--- src/rtl/tri_pkg.sv ---
// Shared types, constants and the back-end microprogram for the trilateration core.
// Depends on nothing; every other file but tri_if uses it.
package tri_pkg;

    localparam int QUEUE_DEPTH = 4;
    localparam int QPTR_W      = 2;
    localparam int REG_DEPTH   = 64;
    localparam int RADDR_W     = 6;
    localparam int PROG_DEPTH  = 256;
    localparam int PC_W        = 8;

    localparam logic [1:0] ST_OK     = 2'd0;
    localparam logic [1:0] ST_NOMEET = 2'd1;
    localparam logic [1:0] ST_DEGEN  = 2'd2;

    // Scratch register file map.
    localparam int RG_C1 = 0;
    localparam int RG_A  = 3;
    localparam int RG_B  = 6;
    localparam int RG_R1 = 9;
    localparam int RG_R2 = 10;
    localparam int RG_R3 = 11;
    localparam int RG_T0 = 12;
    localparam int RG_T1 = 13;
    localparam int RG_TT = 14;
    localparam int RG_D2 = 17;
    localparam int RG_DL = 18;
    localparam int RG_EX = 19;
    localparam int RG_IV = 22;
    localparam int RG_NL = 23;
    localparam int RG_EY = 24;
    localparam int RG_EZ = 27;
    localparam int RG_JV = 30;
    localparam int RG_XV = 31;
    localparam int RG_YV = 32;
    localparam int RG_ZV = 33;

    typedef enum logic [3:0] {
        OP_END, OP_LD, OP_ADD, OP_SUB, OP_OR, OP_SHL, OP_SHRR, OP_MUL,
        OP_DIVR, OP_SQRT, OP_CHKZ, OP_CHKLE, OP_CHKBIG, OP_CHKNEG, OP_SAT
    } op_t;

    typedef struct packed {
        op_t                op;
        logic [RADDR_W-1:0] dst;
        logic [RADDR_W-1:0] sa;
        logic [RADDR_W-1:0] sb;
        logic [6:0]         amt;
    } instr_t;

    // One sphere triple after the front end: C1, A = C2 - C1, B = C3 - C1, squared radii.
    typedef struct packed {
        logic [2:0][31:0] c1;
        logic [2:0][32:0] av;
        logic [2:0][32:0] bv;
        logic [2:0][47:0] rsq;
    } item_t;

    function automatic instr_t mk(op_t op, int dst, int sa, int sb, int amt);
        instr_t r;
        r.op  = op;
        r.dst = RADDR_W'(dst);
        r.sa  = RADDR_W'(sa);
        r.sb  = RADDR_W'(sb);
        r.amt = 7'(amt);
        return r;
    endfunction

    // The whole fix as a straight-line program with early exits.
    function automatic instr_t tri_prog(logic [PC_W-1:0] pc, int frac);
        instr_t p [PROG_DEPTH];
        int n;
        int k;
        int pp;
        int qq;
        for (k = 0; k < PROG_DEPTH; k++) p[k] = mk(OP_END, 0, 0, 0, 0);
        n = 0;
        for (k = 0; k < 12; k++) begin p[n] = mk(OP_LD, k, k, 0, 0); n++; end
        // a cross b, into the TT slots
        for (k = 0; k < 3; k++) begin
            pp = (k == 2) ? 0 : k + 1;
            qq = (k == 0) ? 2 : k - 1;
            p[n] = mk(OP_MUL, RG_T0, RG_A + pp, RG_B + qq, 0); n++;
            p[n] = mk(OP_MUL, RG_T1, RG_A + qq, RG_B + pp, 0); n++;
            p[n] = mk(OP_SUB, RG_TT + k, RG_T0, RG_T1, 0); n++;
        end
        p[n] = mk(OP_OR, RG_T0, RG_TT, RG_TT + 1, 0); n++;
        p[n] = mk(OP_OR, RG_T0, RG_T0, RG_TT + 2, 0); n++;
        p[n] = mk(OP_CHKZ, 0, RG_T0, 0, 0); n++;
        // d^2 and d
        p[n] = mk(OP_MUL, RG_T0, RG_A, RG_A, 0); n++;
        p[n] = mk(OP_MUL, RG_T1, RG_A + 1, RG_A + 1, 0); n++;
        p[n] = mk(OP_ADD, RG_T0, RG_T0, RG_T1, 0); n++;
        p[n] = mk(OP_MUL, RG_T1, RG_A + 2, RG_A + 2, 0); n++;
        p[n] = mk(OP_ADD, RG_D2, RG_T0, RG_T1, 0); n++;
        p[n] = mk(OP_SHL, RG_T0, RG_D2, 0, 32); n++;
        p[n] = mk(OP_SQRT, RG_DL, RG_T0, 0, 0); n++;
        for (k = 0; k < 3; k++) begin
            p[n] = mk(OP_SHL, RG_T0, RG_A + k, 0, 46); n++;
            p[n] = mk(OP_DIVR, RG_EX + k, RG_T0, RG_DL, 0); n++;
        end
        // i
        p[n] = mk(OP_MUL, RG_T0, RG_EX, RG_B, 0); n++;
        p[n] = mk(OP_MUL, RG_T1, RG_EX + 1, RG_B + 1, 0); n++;
        p[n] = mk(OP_ADD, RG_T0, RG_T0, RG_T1, 0); n++;
        p[n] = mk(OP_MUL, RG_T1, RG_EX + 2, RG_B + 2, 0); n++;
        p[n] = mk(OP_ADD, RG_T0, RG_T0, RG_T1, 0); n++;
        p[n] = mk(OP_SHRR, RG_IV, RG_T0, 0, 14); n++;
        // t = b*2^16 - i*ex
        for (k = 0; k < 3; k++) begin
            p[n] = mk(OP_SHL, RG_T0, RG_B + k, 0, 16); n++;
            p[n] = mk(OP_MUL, RG_T1, RG_IV, RG_EX + k, 0); n++;
            p[n] = mk(OP_SHRR, RG_T1, RG_T1, 0, 30); n++;
            p[n] = mk(OP_SUB, RG_TT + k, RG_T0, RG_T1, 0); n++;
        end
        p[n] = mk(OP_MUL, RG_T0, RG_TT, RG_TT, 0); n++;
        p[n] = mk(OP_MUL, RG_T1, RG_TT + 1, RG_TT + 1, 0); n++;
        p[n] = mk(OP_ADD, RG_T0, RG_T0, RG_T1, 0); n++;
        p[n] = mk(OP_MUL, RG_T1, RG_TT + 2, RG_TT + 2, 0); n++;
        p[n] = mk(OP_ADD, RG_T0, RG_T0, RG_T1, 0); n++;
        p[n] = mk(OP_SQRT, RG_NL, RG_T0, 0, 0); n++;
        p[n] = mk(OP_CHKZ, 0, RG_NL, 0, 0); n++;
        for (k = 0; k < 3; k++) begin
            p[n] = mk(OP_SHL, RG_T0, RG_TT + k, 0, 30); n++;
            p[n] = mk(OP_DIVR, RG_EY + k, RG_T0, RG_NL, 0); n++;
        end
        for (k = 0; k < 3; k++) begin
            pp = (k == 2) ? 0 : k + 1;
            qq = (k == 0) ? 2 : k - 1;
            p[n] = mk(OP_MUL, RG_T0, RG_EX + pp, RG_EY + qq, 0); n++;
            p[n] = mk(OP_MUL, RG_T1, RG_EX + qq, RG_EY + pp, 0); n++;
            p[n] = mk(OP_SUB, RG_T0, RG_T0, RG_T1, 0); n++;
            p[n] = mk(OP_SHRR, RG_EZ + k, RG_T0, 0, 30); n++;
        end
        // j
        p[n] = mk(OP_MUL, RG_T0, RG_EY, RG_B, 0); n++;
        p[n] = mk(OP_MUL, RG_T1, RG_EY + 1, RG_B + 1, 0); n++;
        p[n] = mk(OP_ADD, RG_T0, RG_T0, RG_T1, 0); n++;
        p[n] = mk(OP_MUL, RG_T1, RG_EY + 2, RG_B + 2, 0); n++;
        p[n] = mk(OP_ADD, RG_T0, RG_T0, RG_T1, 0); n++;
        p[n] = mk(OP_SHRR, RG_JV, RG_T0, 0, 14); n++;
        p[n] = mk(OP_CHKLE, 0, RG_JV, 0, 0); n++;
        // x
        p[n] = mk(OP_SUB, RG_T0, RG_R1, RG_R2, 0); n++;
        p[n] = mk(OP_SHL, RG_T0, RG_T0, 0, frac); n++;
        p[n] = mk(OP_ADD, RG_T0, RG_T0, RG_D2, 0); n++;
        p[n] = mk(OP_SHL, RG_T0, RG_T0, 0, 31); n++;
        p[n] = mk(OP_DIVR, RG_XV, RG_T0, RG_DL, 0); n++;
        p[n] = mk(OP_CHKBIG, 0, RG_XV, 0, 0); n++;
        // y
        p[n] = mk(OP_SUB, RG_T0, RG_R1, RG_R3, 0); n++;
        p[n] = mk(OP_SHL, RG_T0, RG_T0, 0, frac + 32); n++;
        p[n] = mk(OP_MUL, RG_T1, RG_IV, RG_IV, 0); n++;
        p[n] = mk(OP_ADD, RG_T0, RG_T0, RG_T1, 0); n++;
        p[n] = mk(OP_MUL, RG_T1, RG_JV, RG_JV, 0); n++;
        p[n] = mk(OP_ADD, RG_T0, RG_T0, RG_T1, 0); n++;
        p[n] = mk(OP_MUL, RG_T1, RG_IV, RG_XV, 0); n++;
        p[n] = mk(OP_SHL, RG_T1, RG_T1, 0, 1); n++;
        p[n] = mk(OP_SUB, RG_T0, RG_T0, RG_T1, 0); n++;
        p[n] = mk(OP_SHL, RG_T1, RG_JV, 0, 1); n++;
        p[n] = mk(OP_DIVR, RG_YV, RG_T0, RG_T1, 0); n++;
        p[n] = mk(OP_CHKBIG, 0, RG_YV, 0, 0); n++;
        // squared height and z
        p[n] = mk(OP_SHL, RG_T0, RG_R1, 0, frac + 32); n++;
        p[n] = mk(OP_MUL, RG_T1, RG_XV, RG_XV, 0); n++;
        p[n] = mk(OP_SUB, RG_T0, RG_T0, RG_T1, 0); n++;
        p[n] = mk(OP_MUL, RG_T1, RG_YV, RG_YV, 0); n++;
        p[n] = mk(OP_SUB, RG_T0, RG_T0, RG_T1, 0); n++;
        p[n] = mk(OP_CHKNEG, 0, RG_T0, 0, 0); n++;
        p[n] = mk(OP_SQRT, RG_ZV, RG_T0, 0, 0); n++;
        // point = C1 + x*ex + y*ey + z*ez
        for (k = 0; k < 3; k++) begin
            p[n] = mk(OP_MUL, RG_T0, RG_XV, RG_EX + k, 0); n++;
            p[n] = mk(OP_MUL, RG_T1, RG_YV, RG_EY + k, 0); n++;
            p[n] = mk(OP_ADD, RG_T0, RG_T0, RG_T1, 0); n++;
            p[n] = mk(OP_MUL, RG_T1, RG_ZV, RG_EZ + k, 0); n++;
            p[n] = mk(OP_ADD, RG_T0, RG_T0, RG_T1, 0); n++;
            p[n] = mk(OP_SHRR, RG_T0, RG_T0, 0, 46); n++;
            p[n] = mk(OP_ADD, RG_T0, RG_C1 + k, RG_T0, 0); n++;
            p[n] = mk(OP_SAT, k, RG_T0, 0, 0); n++;
        end
        p[n] = mk(OP_END, 0, 0, 0, 0);
        return p[pc];
    endfunction

endpackage

--- src/rtl/tri_if.sv ---
// Channel interfaces of the trilateration core: sphere triples in, fixes out.
// Depends on nothing.
interface tri_item_if;
    logic               valid;
    logic               ready;
    logic signed [31:0] center1_x;
    logic signed [31:0] center1_y;
    logic signed [31:0] center1_z;
    logic [47:0]        radius1_sq;
    logic signed [31:0] center2_x;
    logic signed [31:0] center2_y;
    logic signed [31:0] center2_z;
    logic [47:0]        radius2_sq;
    logic signed [31:0] center3_x;
    logic signed [31:0] center3_y;
    logic signed [31:0] center3_z;
    logic [47:0]        radius3_sq;

    modport source (output valid, center1_x, center1_y, center1_z, radius1_sq,
                    center2_x, center2_y, center2_z, radius2_sq,
                    center3_x, center3_y, center3_z, radius3_sq, input ready);
    modport sink (input valid, center1_x, center1_y, center1_z, radius1_sq,
                  center2_x, center2_y, center2_z, radius2_sq,
                  center3_x, center3_y, center3_z, radius3_sq, output ready);
endinterface


--- src/rtl/tri_front.sv ---
// Front end: takes sphere-triple beats and forms the center differences for the queue.
// Depends on tri_pkg and tri_if.
module tri_front
    import tri_pkg::*;
(
    input  logic        clk,
    input  logic        rst_n,
    tri_item_if.sink    item,
    input  logic        q_full,
    output logic        push,
    output item_t       push_item
);

    logic  fv_reg;
    item_t fitem_reg;
    logic  accept;

    assign push       = fv_reg && !q_full;
    assign item.ready = !fv_reg || !q_full;
    assign accept     = item.valid && item.ready;
    assign push_item  = fitem_reg;

    always_ff @(posedge clk or negedge rst_n)
    begin
        if (!rst_n)
            fv_reg <= 1'b0;
        else if (accept)
            fv_reg <= 1'b1;
        else if (push)
            fv_reg <= 1'b0;
    end

    always_ff @(posedge clk)
    begin
        if (accept)
        begin
            fitem_reg.c1[0]  <= item.center1_x;
            fitem_reg.c1[1]  <= item.center1_y;
            fitem_reg.c1[2]  <= item.center1_z;
            fitem_reg.av[0]  <= 33'(item.center2_x) - 33'(item.center1_x);
            fitem_reg.av[1]  <= 33'(item.center2_y) - 33'(item.center1_y);
            fitem_reg.av[2]  <= 33'(item.center2_z) - 33'(item.center1_z);
            fitem_reg.bv[0]  <= 33'(item.center3_x) - 33'(item.center1_x);
            fitem_reg.bv[1]  <= 33'(item.center3_y) - 33'(item.center1_y);
            fitem_reg.bv[2]  <= 33'(item.center3_z) - 33'(item.center1_z);
            fitem_reg.rsq[0] <= item.radius1_sq;
            fitem_reg.rsq[1] <= item.radius2_sq;
            fitem_reg.rsq[2] <= item.radius3_sq;
        end
    end

endmodule

--- src/flat_wrapper.sv ---
// flat-port wrapper written by rule: the top's interface ports become plain ports
module tri_front_flat import tri_pkg::*;
  (clk, rst_n, q_full, push, push_item, item_valid, item_center1_x, item_center1_y, item_center1_z, item_radius1_sq, item_center2_x, item_center2_y, item_center2_z, item_radius2_sq, item_center3_x, item_center3_y, item_center3_z, item_radius3_sq, item_ready);
  tri_item_if item_i ();
  input  logic clk;
  input  logic rst_n;
  input  logic q_full;
  output logic push;
  output item_t push_item;
  input wire logic [$bits(item_i.valid)-1:0] item_valid;
  input wire logic [$bits(item_i.center1_x)-1:0] item_center1_x;
  input wire logic [$bits(item_i.center1_y)-1:0] item_center1_y;
  input wire logic [$bits(item_i.center1_z)-1:0] item_center1_z;
  input wire logic [$bits(item_i.radius1_sq)-1:0] item_radius1_sq;
  input wire logic [$bits(item_i.center2_x)-1:0] item_center2_x;
  input wire logic [$bits(item_i.center2_y)-1:0] item_center2_y;
  input wire logic [$bits(item_i.center2_z)-1:0] item_center2_z;
  input wire logic [$bits(item_i.radius2_sq)-1:0] item_radius2_sq;
  input wire logic [$bits(item_i.center3_x)-1:0] item_center3_x;
  input wire logic [$bits(item_i.center3_y)-1:0] item_center3_y;
  input wire logic [$bits(item_i.center3_z)-1:0] item_center3_z;
  input wire logic [$bits(item_i.radius3_sq)-1:0] item_radius3_sq;
  output wire logic [$bits(item_i.ready)-1:0] item_ready;
  assign item_i.valid = item_valid;
  assign item_i.center1_x = item_center1_x;
  assign item_i.center1_y = item_center1_y;
  assign item_i.center1_z = item_center1_z;
  assign item_i.radius1_sq = item_radius1_sq;
  assign item_i.center2_x = item_center2_x;
  assign item_i.center2_y = item_center2_y;
  assign item_i.center2_z = item_center2_z;
  assign item_i.radius2_sq = item_radius2_sq;
  assign item_i.center3_x = item_center3_x;
  assign item_i.center3_y = item_center3_y;
  assign item_i.center3_z = item_center3_z;
  assign item_i.radius3_sq = item_radius3_sq;
  assign item_ready = item_i.ready;
  tri_front u_core (.clk(clk), .rst_n(rst_n), .item(item_i), .q_full(q_full), .push(push), .push_item(push_item));
endmodule
--- config.mk ---
export PLATFORM = sky130hd
export DESIGN_NAME = tri_front_flat
export DESIGN_NICKNAME = d
export VERILOG_FILES = /design/src/rtl/tri_pkg.sv /design/src/rtl/tri_if.sv /design/src/rtl/tri_front.sv /design/src/flat_wrapper.sv
export SDC_FILE = /design/constraint.sdc
export NUM_CORES = 1
export LEC_CHECK = 0
export CAP_MARGIN = 0
export CORE_AREA = 2 2 344 346
export DETAILED_ROUTE_END_ITERATION = 16
export DIE_AREA = 0 0 346 348
export DONT_BUFFER_PORTS = 1
export SLEW_MARGIN = 20
export SYNTH_ARGS = -nofsm -noshare
export SYNTH_HDL_FRONTEND = slang
export SYNTH_SLANG_ARGS = --single-unit
--- constraint.sdc ---
create_clock -name clk -period 30.3 [get_ports clk]
set_clock_uncertainty 0.2 [all_clocks]
set_input_delay 4.545 -clock clk [delete_from_list [all_inputs] [get_ports clk]]
set_output_delay 4.545 -clock clk [all_outputs]
set_load 0.01 [all_outputs]
After elaboration in Yosys (flattened, before gate mapping)
Cells that the tools add are included.

Flip-flop bits (word level): 439. Output and inout port bits: 440. Logic and storage cells: 27.

Add/subtract/negate cells: 6. Multiplexer cells: 2. Reductions and logical operators: 6.

Operator list (count): $sub 32x32->33 (6); $logic_and 1x1->1 (2); $logic_not 1->1 (2); $mux 1 (2); $reduce_bool 2->1 (1); $logic_or 1x1->1 (1).

Longest topological paths before layout
Word-level depth: 4. Mapped depth: 12. Depth with buffers taken out: 12.

Least setup slack after synthesis
No wires, ideal clock.

Kind: input to register. Start: input q_full. End: register u_core.fitem_reg (netlist bit u_core.push_item[0]), enable pin. Library setup time: 861 ps. Arrival time: 14632 ps. Required time: 29239 ps. Setup slack: 14608 ps. Cell stages on the path: 2. Cell sequence: nand2_1 and2_1.

Word-level cells in the longest chain between the ends: 3.

RTL lines: from (decl) (line flat_wrapper.sv:7) `input logic q_full;`; $logic_not 1->1 (line tri_front.sv:19) `assign item.ready = !fv_reg || !q_full;`; $logic_or 1x1->1 (line tri_front.sv:19); $logic_and 1x1->1 (line tri_front.sv:20) `assign accept = item.valid && item.ready;`; net u_core.accept (line tri_front.sv:16) `logic accept;`; to (decl) (line tri_front.sv:15) `item_t fitem_reg;`.

The timed path passes the listed nets, and every way through them passes these cells. A chain may end at the register's enable or synchronous reset.

Worst setup path after layout
Start: input q_full. End: output push.

Word-level cells in the longest chain between the ends: 2.

RTL lines: $logic_not 1->1 (line tri_front.sv:18) `assign push = fv_reg && !q_full;`; $logic_and 1x1->1 (line tri_front.sv:18); to (decl) (line flat_wrapper.sv:8) `output logic push;`.

No other way between the ends.

==> Flow_metrics.wiki <==
{| class="wikitable"
! Metric !! Value
|-
| Type of the worst setup path || in2out
|-
| Routability congestion estimate || 0.911
|-
| First-pass GRT wire length || around 110000 um
|-
| CP Capture Type || output port
|-
| RSZ-0062 raised after global routing || false
|-
| Highest-utilization routing layer at the global route stage || met2
|-
| Critical-path maximum fanout || 2
|-
| Most used cells in the layout excluding fill and tap cells || 438 x sky130_fd_sc_hd__edfxtp_1, 192 x sky130_fd_sc_hd__ha_1, 157 x sky130_fd_sc_hd__inv_1
|-
| GR Layer Usage met3 || 5.38%
|-
| Proportion of netlist area held by the largest area contributor || ~57%
|-
| Maximum number of pins on one net before global-route repair || between 70 and 80
|-
| Clock slew at the register clock pins of the worst setup and hold paths || 0.06 ns
|-
| CTS resizes || 0
|-
| Clock Sink Count || roughly 440
|-
| Number of setup violations in the final report || 0
|-
| Main synth FF type || sky130_fd_sc_hd__edfxtp_1
|-
| Total number of vias || 15526
|-
| WL final || ~80000 um
|-
| Number of global-route vias before repair || between 10000 and 15000
|-
| Area of the mapped netlist || approximately 23000 sq um
|-
| Arrival time at the worst endpoint || about 4.7 ns
|-
| Multi-input logic area || a little over 9000 sq um
|-
| Async set-reset flop share out of synthesis || less than 1%
|-
| DRC violation count after routing || 0
|-
| Seq cells post-synth || about 440
|-
| Final-layout worst hold slack || ~0.51 ns
|-
| Number of cells produced by synthesis || around 1900
|-
| Remaining max-slew budget at the tightest pin || between 20% and 30%
|-
| Total half-perimeter wirelength after legalization and detailed placement || between 60000 and 70000 um
|-
| Number of nets still failing antenna checks after routing || 0
|-
| Clock latency of the later-clocked register in the worst-skew pair || 0.60 ns
|-
| Hold/Removal Path Class || reg2reg
|-
| Relative area change from synthesis to final layout || 15.4%
|-
| Global-route usage over all layers || roughly an eighth
|-
| Worst-case clock buffer depth || 3
|-
| Iteration-0 DRC Markers || 1109
|-
| Total of hold buffers inserted after clock tree synthesis || 0
|-
| Biggest cell delay along the critical path || between 0.15 and 0.2 ns
|-
| Leakage dissipation || between 10 and 15 nW
|-
| Yosys warning total || 0
|-
| Die ar. || roughly 120000 sq um
|-
| Slowest cell on the critical path || sky130_fd_sc_hd__nor2b_1
|-
| Buffers added on ports || 0
|-
| Dominant cell type by area after synthesis || sky130_fd_sc_hd__edfxtp_1
|-
| Cell Rows || ~130
|-
| Outcome || completed
|-
| Width of the die || around 350 um
|-
| Slew at the pin closest to its max-slew limit || 1.06 ns
|-
| Flip-flop count of the largest register after layout || ~440
|-
| Total setup buffers inserted after CTS || 0
|-
| Synthesized area per cell || around 12 sq um
|-
| Total congestion overflow after global routing || 0
|-
| Final Net Count || 2554
|-
| Initial standard-cell utilization of the core || around 20%
|-
| Most common cell after layout, fill and taps aside || sky130_fd_sc_hd__edfxtp_1
|-
| Reg area || between 10000 and 15000 sq um
|-
| Post-synth EDFFs || around 440
|-
| Post-synthesis sequential area ratio || between 50% and 60%
|-
| Required time of the worst setup path || around 26 ns
|-
| Number of ports placed on the die boundary || ~880
|-
| Number of endpoints with negative hold slack in the final report || 0
|-
| Clock buffer count from CTS || 50
|-
| FILL cells || between 10000 and 15000
|-
| Minimum clock period after layout || 9.47 ns
|-
| Worst setup slack after layout || roughly 21 ns
|-
| Global-route met1 utilization || between 10% and 20%
|-
| Final Max Tran Viols || 0
|-
| Number of max-cap violations || 0
|-
| Buffers and inverters on the worst path || 0
|-
| 1st-pass router iterations || 5
|-
| Startpoint type of the worst setup path || input port
|-
| Cell family with most CP delay || simple AND/OR/NAND/NOR gates
|-
| Vias per std cell || around 4.4
|-
| Series of cell instances along the critical path || nor2b_1
|-
| IR drop worst, VDD || between 30 and 40 uV
|-
| CTS tree || yes
|-
| Initial antenna violation count || 19
|-
| Fraction of the cycle the final worst path needs || a little under a third
|-
| Routed length per placed instance || approximately 23 um
|-
| Proportion of layout cells with a drive suffix above 1 || roughly 5.4%
|-
| Core region area || between 100000 and 150000 sq um
|-
| Ratio of total power to cell area || approximately 63 nW/um^2
|-
| Height of the die || ~350 um
|-
| Summed negative setup slack over all endpoints || 0 ns
|-
| Clock Tree Root || sky130_fd_sc_hd__clkbuf_16
|-
| Global routing usage on met2 || between 20% and 30%
|-
| Cell types occupying the most area after synthesis || sky130_fd_sc_hd__edfxtp_1 57%, sky130_fd_sc_hd__ha_1 10%, sky130_fd_sc_hd__xnor2_1 4.0%, sky130_fd_sc_hd__a21oi_1 3.3%, sky130_fd_sc_hd__a21o_1 2.6%
|-
| Count of cell types in the netlist || 70
|-
| Achievable Freq || roughly 110 MHz
|-
| Synthesized net count || approximately 2500
|-
| Depth of the CTS H-tree || 2
|-
| Post-Place Worst Slack || between 20 and 25 ns
|}
## metrics by stage
step,cell area [sq um],cells,util (%),power (mW)
detailed placement,25000,3404,21.4,1.06
global placement,25000,3404,21.4,1.06
finish,26700,3505,22.9,1.68
CTS,26700,3496,22.8,1.70
floorplan,23200,1887,-,0.994
global route,26700,3504,22.8,1.75
## cells by family (layout without fill, tap and decap cells)
family	after synthesis	count (layout)	synth area share, %
fa+ha+maj	198	198	10.9
simple gates	407	407	8.89
mux	2	2	0.0864
xor+xnor	161	161	6.09
compound gates	497	497	14.1
flops	439	439	56.9
other cells	0	9	0
buf+inv	183	256	3.00
## metal layers
layer | wire length, um | vias up | share of wire [%]
li1 | - | 7147 | -
met1 | 31000 | 7477 | 39
met2 | 37400 | 780 | 47
met3 | 9000 | 114 | 11
met4 | 2200 | 8 | 2.8
met5 | 48 | - | 0.060
## cell usage after synthesis (all sizes together), types with 13 or more instances
cell,number
edfxtp,438
ha,192
inv,157
a21oi,151
xnor2,107
nor2,98
o21ai,88
a21o,80
nand2,78
xor2,54
nand3,38
nor3,33
o21a,33
nor2b,32
nand2b,31
nand4,31
clkbuf,25
a211oi,22
o21bai,18
and2,15
o211ai,14
or3,13
## worst register-to-register path, stage by stage (launching register included)
cell and delay [ns]:
sky130_fd_sc_hd__dfrtp_1 0.38, sky130_fd_sc_hd__nand2_1 0.20, sky130_fd_sc_hd__and2_4 0.53, sky130_fd_sc_hd__buf_4 0.77
sky130_fd_sc_hd__buf_4 0.90, sky130_fd_sc_hd__buf_4 0.95
## report_power, final
part	internal, mW	switching [mW]
sequential	0.742	0.0568
combinational	0.0977	0.153
clock	0.365	0.264
total	1.20	0.473
## path summary, 6_finish.rpt
| path | depth (start not counted) | end | slack (ns) | start |
|---|---|---|---|---|
| min | 2 | u_core.fv_reg | 0.51 | u_core.fv_reg |
| max reg2reg | 5 | u_core.push_item[347] | 25.87 | u_core.fv_reg |
| max | 1 | push | 20.83 | q_full |
| min in group asynchronous | 0 | u_core.fv_reg | 3.43 | rst_n |
| max in group asynchronous | 0 | u_core.fv_reg | 26.40 | rst_n |
| min reg2reg | 2 | u_core.fv_reg | 0.51 | u_core.fv_reg |
## layout make-up
class / count / area share [%]
timing repair buffer: 7 / 0.197
tap: 1536 / 7.19
clock buffer: 56 / 4.77
clock inverter: 36 / 1.52
antenna: 9 / 0.0843
inverter: 157 / 2.20
sequential: 439 / 49.3
multi-input combinational: 1265 / 34.7
(Power assumes the default switching activity.)
